==> src/rtl/tick_rule_flow_imbalance_macros.svh <==
// Assertion macros for the tick-rule flow imbalance block.
// Each macro expects clk and rst_n to be visible where it is used.
`ifndef TICK_RULE_FLOW_IMBALANCE_MACROS_SVH
`define TICK_RULE_FLOW_IMBALANCE_MACROS_SVH

// Consequent must hold in the same cycle as the antecedent.
`define TRFI_ASSERT_SAME(label, ante, cons, msg) \
  label: assert property (@(posedge clk) disable iff (!rst_n) (ante) |-> (cons)) \
    else $error(msg);

// Consequent must hold in the cycle after the antecedent.
`define TRFI_ASSERT_NEXT(label, ante, cons, msg) \
  label: assert property (@(posedge clk) disable iff (!rst_n) (ante) |=> (cons)) \
    else $error(msg);

`endif

==> src/rtl/trfi_pkg.sv <==
// Shared types and constants for the tick-rule flow imbalance block.
// No dependencies.
`default_nettype none

package trfi_pkg;

  localparam int VOLUME_WIDTH_DEF  = 48;
  localparam int FRACTION_BITS_DEF = 16;

  localparam int OP_WIDTH    = 2;
  localparam int PRICE_WIDTH = 64;
  localparam int SIZE_WIDTH  = 32;
  localparam int IMB_WIDTH   = 18;
  localparam int TOT_WIDTH   = 48;

  typedef logic [OP_WIDTH-1:0] op_t;

  localparam op_t OP_TRADE = 2'd0;
  localparam op_t OP_OPEN  = 2'd1;
  localparam op_t OP_CLOSE = 2'd2;

  typedef logic [1:0] dir_t;

  localparam dir_t DIR_NONE = 2'd0;
  localparam dir_t DIR_BUY  = 2'd1;
  localparam dir_t DIR_SELL = 2'd2;

endpackage

`default_nettype wire

==> src/rtl/tick_rule_flow_imbalance.sv <==
// Top level of the tick-rule flow imbalance block: trade classification,
// volume accumulation and a restoring divider for the bar-close result.
// Depends on trfi_pkg and tick_rule_flow_imbalance_macros.svh.
//
// Trade, open and unused-op requests are handled in S_IDLE without a stall,
// so they can follow back to back. A close holds in_stall high after it is
// taken, through S_SUM, S_DIFF, S_CHK, S_DIV and S_DONE, with S_DIV skipped
// when the volumes are both zero or one side is zero: S_SUM forms the total,
// S_DIFF the magnitude of the difference, S_CHK checks the full-scale and
// empty cases, then the subtractor produces one quotient bit per cycle in
// S_DIV, and S_DONE loads the output register. That last state waits while
// an earlier result is still held by out_stall.
// in_stall is high for the whole close sequence.
`default_nettype none

module tick_rule_flow_imbalance #(
  parameter int VOLUME_WIDTH  = trfi_pkg::VOLUME_WIDTH_DEF,
  parameter int FRACTION_BITS = trfi_pkg::FRACTION_BITS_DEF
) (
  input  wire logic                                 clk,
  input  wire logic                                 rst_n,
  input  wire logic                                 in_valid,
  output logic                                      in_stall,
  input  wire logic [trfi_pkg::OP_WIDTH-1:0]        in_op,
  input  wire logic signed [trfi_pkg::PRICE_WIDTH-1:0] in_price,
  input  wire logic [trfi_pkg::SIZE_WIDTH-1:0]      in_size,
  output logic                                      out_valid,
  input  wire logic                                 out_stall,
  output logic signed [trfi_pkg::IMB_WIDTH-1:0]     out_imbalance,
  output logic [trfi_pkg::TOT_WIDTH-1:0]            out_buy_total,
  output logic [trfi_pkg::TOT_WIDTH-1:0]            out_sell_total
);
  import trfi_pkg::*;

  localparam int TW = VOLUME_WIDTH + 1;                 // total width
  localparam int QW = FRACTION_BITS + 1;                // quotient width
  localparam int CW = $clog2(FRACTION_BITS + 1);        // step counter width
  localparam logic [VOLUME_WIDTH-1:0] VOL_MAX = '1;
  localparam logic [CW-1:0] LAST_STEP = CW'(FRACTION_BITS - 1);
  localparam logic [QW-1:0] FULL_SCALE = QW'(1) << FRACTION_BITS;

  localparam logic [2:0] S_IDLE = 3'd0;
  localparam logic [2:0] S_SUM  = 3'd1;
  localparam logic [2:0] S_DIFF = 3'd2;
  localparam logic [2:0] S_CHK  = 3'd3;
  localparam logic [2:0] S_DIV  = 3'd4;
  localparam logic [2:0] S_DONE = 3'd5;

  logic [2:0]                     state_r, state_nxt;
  logic                           bar_open_r, bar_open_nxt;
  logic                           have_last_r, have_last_nxt;
  logic signed [PRICE_WIDTH-1:0]  last_price_r, last_price_nxt;
  dir_t                           last_dir_r, last_dir_nxt;
  logic [VOLUME_WIDTH-1:0]        buy_r, buy_nxt;
  logic [VOLUME_WIDTH-1:0]        sell_r, sell_nxt;
  logic [TW-1:0]                  tot_r, tot_nxt;
  logic [TW-1:0]                  rem_r, rem_nxt;
  logic                           neg_r, neg_nxt;
  logic [QW-1:0]                  q_r, q_nxt;
  logic [CW-1:0]                  cnt_r, cnt_nxt;
  logic                           out_valid_r, out_valid_nxt;
  logic signed [IMB_WIDTH-1:0]    out_imb_r, out_imb_nxt;
  logic [TOT_WIDTH-1:0]           out_buy_r, out_buy_nxt;
  logic [TOT_WIDTH-1:0]           out_sell_r, out_sell_nxt;

  logic                           in_take;
  logic                           out_take;
  dir_t                           trade_dir;
  logic [TW-1:0]                  add_sum;
  logic [VOLUME_WIDTH-1:0]        add_sat;
  logic [VOLUME_WIDTH-1:0]        acc_sel;
  logic [VOLUME_WIDTH-1:0]        sub_a;
  logic [VOLUME_WIDTH-1:0]        sub_b;
  logic [TW:0]                    div_shift;
  logic [TW:0]                    div_diff;
  logic signed [QW:0]             q_signed;

  assign in_stall  = (state_r != S_IDLE);
  assign in_take   = in_valid && !in_stall;
  assign out_take  = out_valid_r && !out_stall;

  // Tick rule: equal price keeps the previous direction.
  always_comb begin
    trade_dir = last_dir_r;
    if (in_price > last_price_r) begin
      trade_dir = DIR_BUY;
    end else if (in_price < last_price_r) begin
      trade_dir = DIR_SELL;
    end
  end

  // Saturating accumulator shared by the buy and sell sides.
  assign acc_sel = (trade_dir == DIR_BUY) ? buy_r : sell_r;
  assign add_sum = {1'b0, acc_sel} + TW'(in_size);
  assign add_sat = add_sum[TW-1] ? VOL_MAX : add_sum[VOLUME_WIDTH-1:0];

  assign sub_a = neg_r ? sell_r : buy_r;
  assign sub_b = neg_r ? buy_r : sell_r;

  // One restoring step of the divider's subtractor.
  assign div_shift = {rem_r, 1'b0};
  assign div_diff  = div_shift - {1'b0, tot_r};

  assign q_signed = neg_r ? -$signed({1'b0, q_r}) : $signed({1'b0, q_r});

  always_comb begin
    state_nxt      = state_r;
    bar_open_nxt   = bar_open_r;
    have_last_nxt  = have_last_r;
    last_price_nxt = last_price_r;
    last_dir_nxt   = last_dir_r;
    buy_nxt        = buy_r;
    sell_nxt       = sell_r;
    tot_nxt        = tot_r;
    rem_nxt        = rem_r;
    neg_nxt        = neg_r;
    q_nxt          = q_r;
    cnt_nxt        = cnt_r;
    out_valid_nxt  = out_valid_r && !out_take;
    out_imb_nxt    = out_imb_r;
    out_buy_nxt    = out_buy_r;
    out_sell_nxt   = out_sell_r;

    unique case (state_r)
      S_IDLE: begin
        if (in_take) begin
          priority if (in_op == OP_OPEN) begin
            bar_open_nxt   = 1'b1;
            have_last_nxt  = 1'b0;
            last_price_nxt = '0;
            last_dir_nxt   = DIR_NONE;
            buy_nxt        = '0;
            sell_nxt       = '0;
          end else if (in_op == OP_TRADE) begin
            if (bar_open_r) begin
              if (have_last_r) begin
                if (trade_dir == DIR_BUY) begin
                  buy_nxt = add_sat;
                end else if (trade_dir == DIR_SELL) begin
                  sell_nxt = add_sat;
                end
                last_dir_nxt = trade_dir;
              end
              last_price_nxt = in_price;
              have_last_nxt  = 1'b1;
            end
          end else if (in_op == OP_CLOSE) begin
            bar_open_nxt = 1'b0;
            state_nxt    = S_SUM;
          end else begin
            // drop the unused op code
            state_nxt = S_IDLE;
          end
        end
      end
      S_SUM: begin
        tot_nxt   = {1'b0, buy_r} + {1'b0, sell_r};
        neg_nxt   = (buy_r < sell_r);
        state_nxt = S_DIFF;
      end
      S_DIFF: begin
        rem_nxt   = {1'b0, sub_a - sub_b};
        state_nxt = S_CHK;
      end
      S_CHK: begin
        cnt_nxt = '0;
        priority if (tot_r == '0) begin
          q_nxt     = '0;
          state_nxt = S_DONE;
        end else if (rem_r == tot_r) begin
          q_nxt     = FULL_SCALE;
          state_nxt = S_DONE;
        end else begin
          q_nxt     = '0;
          state_nxt = S_DIV;
        end
      end
      S_DIV: begin
        if (!div_diff[TW]) begin
          rem_nxt = div_diff[TW-1:0];
          q_nxt   = {q_r[QW-2:0], 1'b1};
        end else begin
          rem_nxt = div_shift[TW-1:0];
          q_nxt   = {q_r[QW-2:0], 1'b0};
        end
        cnt_nxt = cnt_r + CW'(1);
        if (cnt_r == LAST_STEP) begin
          state_nxt = S_DONE;
        end
      end
      S_DONE: begin
        // hold until the output register is free
        if (!out_valid_r || out_take) begin
          out_valid_nxt = 1'b1;
          out_imb_nxt   = IMB_WIDTH'(q_signed);
          out_buy_nxt   = TOT_WIDTH'(buy_r);
          out_sell_nxt  = TOT_WIDTH'(sell_r);
          state_nxt     = S_IDLE;
        end
      end
      default: begin
        state_nxt = S_IDLE;
      end
    endcase
  end

  always_ff @(posedge clk) begin
    if (!rst_n) begin
      state_r      <= S_IDLE;
      bar_open_r   <= 1'b0;
      have_last_r  <= 1'b0;
      last_price_r <= '0;
      last_dir_r   <= DIR_NONE;
      buy_r        <= '0;
      sell_r       <= '0;
      out_valid_r  <= 1'b0;
    end else begin
      state_r      <= state_nxt;
      bar_open_r   <= bar_open_nxt;
      have_last_r  <= have_last_nxt;
      last_price_r <= last_price_nxt;
      last_dir_r   <= last_dir_nxt;
      buy_r        <= buy_nxt;
      sell_r       <= sell_nxt;
      out_valid_r  <= out_valid_nxt;
    end
  end

  always_ff @(posedge clk) begin
    tot_r      <= tot_nxt;
    rem_r      <= rem_nxt;
    neg_r      <= neg_nxt;
    q_r        <= q_nxt;
    cnt_r      <= cnt_nxt;
    out_imb_r  <= out_imb_nxt;
    out_buy_r  <= out_buy_nxt;
    out_sell_r <= out_sell_nxt;
  end

  assign out_valid      = out_valid_r;
  assign out_imbalance  = out_imb_r;
  assign out_buy_total  = out_buy_r;
  assign out_sell_total = out_sell_r;

`include "tick_rule_flow_imbalance_macros.svh"

  `TRFI_ASSERT_SAME(a_rem_below_total, state_r == S_DIV, rem_r < tot_r, "remainder not below total")
  `TRFI_ASSERT_SAME(a_quot_bound, state_r == S_DONE, q_r <= FULL_SCALE, "quotient above full scale")
  `TRFI_ASSERT_NEXT(a_close_ends_bar, in_take && in_op == OP_CLOSE, !bar_open_r && state_r == S_SUM, "close did not end bar")
  `TRFI_ASSERT_NEXT(a_trade_sets_ref, in_take && in_op == OP_TRADE && bar_open_r, have_last_r && last_price_r == $past(in_price), "trade did not set reference")

endmodule

`default_nettype wire
==> config.mk <==
export PLATFORM = sky130hd
export DESIGN_NAME = tick_rule_flow_imbalance
export DESIGN_NICKNAME = d
export VERILOG_FILES = /design/src/rtl/trfi_pkg.sv /design/src/rtl/tick_rule_flow_imbalance.sv
export VERILOG_INCLUDE_DIRS = /design/src /design/src/rtl
export SDC_FILE = /design/constraint.sdc
export NUM_CORES = 1
export LEC_CHECK = 0
export BUFFER_PORTS_ARGS = -buffer_cell sky130_fd_sc_hd__buf_4
export CAP_MARGIN = 10
export CORE_ASPECT_RATIO = 1.25
export CORE_MARGIN = 4
export CORE_UTILIZATION = 50
export CTS_CLUSTER_SIZE = 24
export DETAILED_ROUTE_END_ITERATION = 10
export HOLD_SLACK_MARGIN = 0.06
export PLACE_DENSITY = 0.68
export SYNTH_ARGS = -nofsm -noshare
export SYNTH_HDL_FRONTEND = slang
export SYNTH_SLANG_ARGS = --single-unit
==> constraint.sdc <==
create_clock -name clk -period 21.7 [get_ports clk]
set_input_delay 2.17 -clock clk [delete_from_list [all_inputs] [get_ports clk]]
set_output_delay 2.17 -clock clk [all_outputs]
set_load 0.005 [all_outputs]
==> impl_metrics.ini <==
[layout]
layout_common_cells = nand2_1 (384), ha_1 (247), o21ai_0 (245), inv_1 (239), buf_4 (238)
stdcell_count = 4242
multi_input_area_um2 = 17170
ff_latch_area_um2 = 10420
drive_gt1_frac = 0.1083
final.fill_count = 5143
syn_to_final_growth_pct = 12.01
nNetsFinal = 3812
final_common_cell = nand2_1

[critical_path]
required_ps = 22180
worstReg2RegEnd = sell_r[11]
cp_slowest_cell = nand2_1
crit_top_cell = o21ai_0
crit_buf_inv = 3
startpoint = in_price[37]
rrSetupSlack_ps = 14520
slowest_delay_ps = 690
crit_arrival_ps = 8960
start_kind = primary input
cp_top_family = compound AO/OA/AOI/OAI gates
r2r_start = last_price_r[37]
critPathCaptureType = register
reg2reg_depth = 25
crit_type = primary input to register
cp_max_fo = 35

[timing]
clock_skew_ps = 29.24
setup_violations = 0
min_period_ps = 8486
tns_ps = 0
maxSlewHeadroom = 0.2080
fin_crit_sh = 0.3911
rsz0062_at_grt = no
slew_violations = 0
finalHoldViolations = 0
worst_pin_slew_ps = 1177
fmax_ghz = 0.1178

[drt]
ant_nets = 0
viasPerCell = 5.923
wl_per_cell_um = 20.37
wl_um = 86400
wl_met3_um = 6159
first_pass_iters = 6
wl_met1_um = 36090
num_vias = 25130
first_iter_violations = 1864
drc = 0
dr_wl_met2_um = 39730
routed.top_layer = met4

[hold_path]
hold_end = last_price_r[15]
hp-class = register to register
worstHoldStart = last_price_r[15]
min_path_cells = 2

[pwr]
p_sw_frac = 0.2714
combPwrFrac = 0.159
p_clk_frac = 0.394
vdd_drop_max_mv = 0.07043
power_mw = 1.884
p_int_mw = 1.373
seqPwrFrac = 0.446
power.switching_mw = 0.5114
p_per_area_nw_per_um2 = 57.74
leakage_nw = 13.24

[grt]
grt_pass1_wl_um = 135600
grt_max_degree = 95
grt.total_usage = 0.2685
antenna_found_initial = 0
grt_pass1_vias = 24630
grt-ovfl-total = 0

[clock_tree]
cts.reportedPaths.clkPinSlew_ps = 60
cts.sink_count = 403
post_cts_buffers = 0
cts-root-buf = clkbuf_16
cts_buffer_depth = 3
cts-resized-gates = 0
htreeDepth = 2
tritoncts = built
ctsHoldBuffers = 0
insertion_delay_ps = 590
cts_made_buffers = 42

[status]
outcome = complete, no violations

[yosys]
ys_seq_area_frac = 0.3577
ys.flop_type = edfxtp_1
syn_nets = 3687
ys_types = 108
synth_edf_count = 235
avgSynthCellArea_um2 = 8.737
postSynthCellCount = 3334
async_flop_share = 0
ys_ff_latch = 403
yosysWarnings = 0
netlist_area_um2 = 29130

[placed_design]
gp_congestion = 0.9686
place.detailed.hpwl_um = 65750
io_buffers = 217
placed_cells = 4165

[die]
num_rows = 98
die-area_um2 = 62210
die_y_um = 277.9
coreArea_um2 = 57510
ios = 218
initial_core_util = 0.5065
die_w_um = 223.9

[flow_run]
drv_cap = 0
-- registers in the layout (all words and copies together) (netlist names), 18 cells and up --
register,count
last_price_r,64
rem_r,49
tot_r,49
buy_r,48
out_buy_total,48
out_sell_total,48
sell_r,48
out_imbalance,18
-- power by group through the flow --
stage	Combinational (mW)	Clock (mW)	Sequential, mW
after floorplan	0.212	0	0.852
after global placement	0.289	0	0.857
after detailed placement	0.295	0	0.857
after CTS	0.297	0.758	0.841
after global routing	0.331	0.790	0.842
final	0.300	0.743	0.841
-- cell usage after synthesis (13+ instances only) --
cell / instances / area share
nand3b_1: 97 / 0.025
a31oi_1: 45 / 0.0097
nand2b_1: 57 / 0.012
o21a_1: 29 / 0.0075
nor3b_1: 20 / 0.0052
xnor2_1: 141 / 0.042
o21ai_0: 246 / 0.042
a22o_1: 24 / 0.0072
and3_1: 23 / 0.0049
and2_1: 31 / 0.0067
nor2b_1: 29 / 0.0062
nand3_1: 50 / 0.0086
inv_1: 239 / 0.031
a21oi_1: 221 / 0.038
xor2_1: 95 / 0.029
o211ai_1: 26 / 0.0067
dfxtp_1: 168 / 0.12
nand2_1: 384 / 0.049
nor2_1: 202 / 0.026
edfxtp_1: 235 / 0.24
a21o_1: 58 / 0.015
mux2i_1: 13 / 0.0045
nand4_1: 40 / 0.0086
o21bai_1: 40 / 0.010
a21boi_0: 75 / 0.019
nor3_1: 39 / 0.0067
o21ai_1: 14 / 0.0024
a211oi_1: 30 / 0.0077
clkbuf_1: 105 / 0.014
buf_2: 23 / 0.0040
ha_1: 248 / 0.11
nor4_1: 30 / 0.0064
o31ai_1: 17 / 0.0044
or3_1: 19 / 0.0041
-- cells by family (layout without fill, tap and decap cells) --
group | count (synthesis) | after routing | synth area share
DFF | 403 | 403 | 0.3577
xor gates and xnor gates | 236 | 236 | 0.07096
buffers and inverters | 399 | 556 | 0.05541
and+or+nand+nor | 1077 | 1077 | 0.1864
adders and majority gates | 251 | 251 | 0.1086
AOI/OAI and AO/OA | 953 | 953 | 0.2157
other | 0 | 1 | 0
muxes | 15 | 15 | 0.005240
-- metrics by stage --
stage	utilization	worst slack [ps]	instance area, um2	hold slack, ps
5_1_grt	0.5674	12820	32630	479.3
2_1_floorplan	-	13530	29130	432.3
4_1_cts	0.5674	13210	32630	465.2
3_3_place_gp	0.5429	12810	31220	449.9
3_5_place_dp	0.5429	12630	31220	456.9
6_report	0.5674	13210	32630	462.3
-- worst max-delay path by stage --
stage                             endpoint  depth (start not counted)  slack, ps
final                           sell_r[11]                         25      13210
after floorplan           out_buy_total[0]                          1      13530
after detailed placement        sell_r[33]                         25      12630
after global placement          sell_r[33]                         25      12810
after CTS                       sell_r[33]                         25      13210
after global routing            sell_r[27]                         25      12820
-- layout make-up --
| cell class | count | share of cell area |
|---|---|---|
| well taps | 750 | 0.02876 |
| flip-flops and latches | 403 | 0.3193 |
| multi-input cells | 2532 | 0.5262 |
| repair buffers | 238 | 0.05476 |
| inverters | 242 | 0.02784 |
| diodes | 1 | 0.00007669 |
| clock inverters | 21 | 0.006174 |
| clock buffers | 55 | 0.03685 |
-- worst register-to-register path: stages, from the launching register on --
cell,delay [ps]
dfxtp_1,330
inv_1,80
ha_1,310
a21o_1,180
a21o_1,170
a221oi_1,640
o21ai_0,300
o31ai_4,300
nand3_1,190
nand2_1,690
nand2_1,140
o21ai_0,120
ha_1,250
inv_1,70
fa_1,370
nor2b_1,190
o31a_1,210
o211ai_1,230
a211oi_1,510
nor2_1,230
o21a_1,370
nor2_2,250
and2_1,160
buf_4,420
nor2_1,170
o21ai_0,200
-- layer usage --
layer  up-vias  track usage
li1      12180            -
met1     11950       0.3468
met2       802       0.4349
met3       189      0.05398
met4         0       0.1209
met5         -            0
Note: power is estimated with default switching activity, not from simulation.
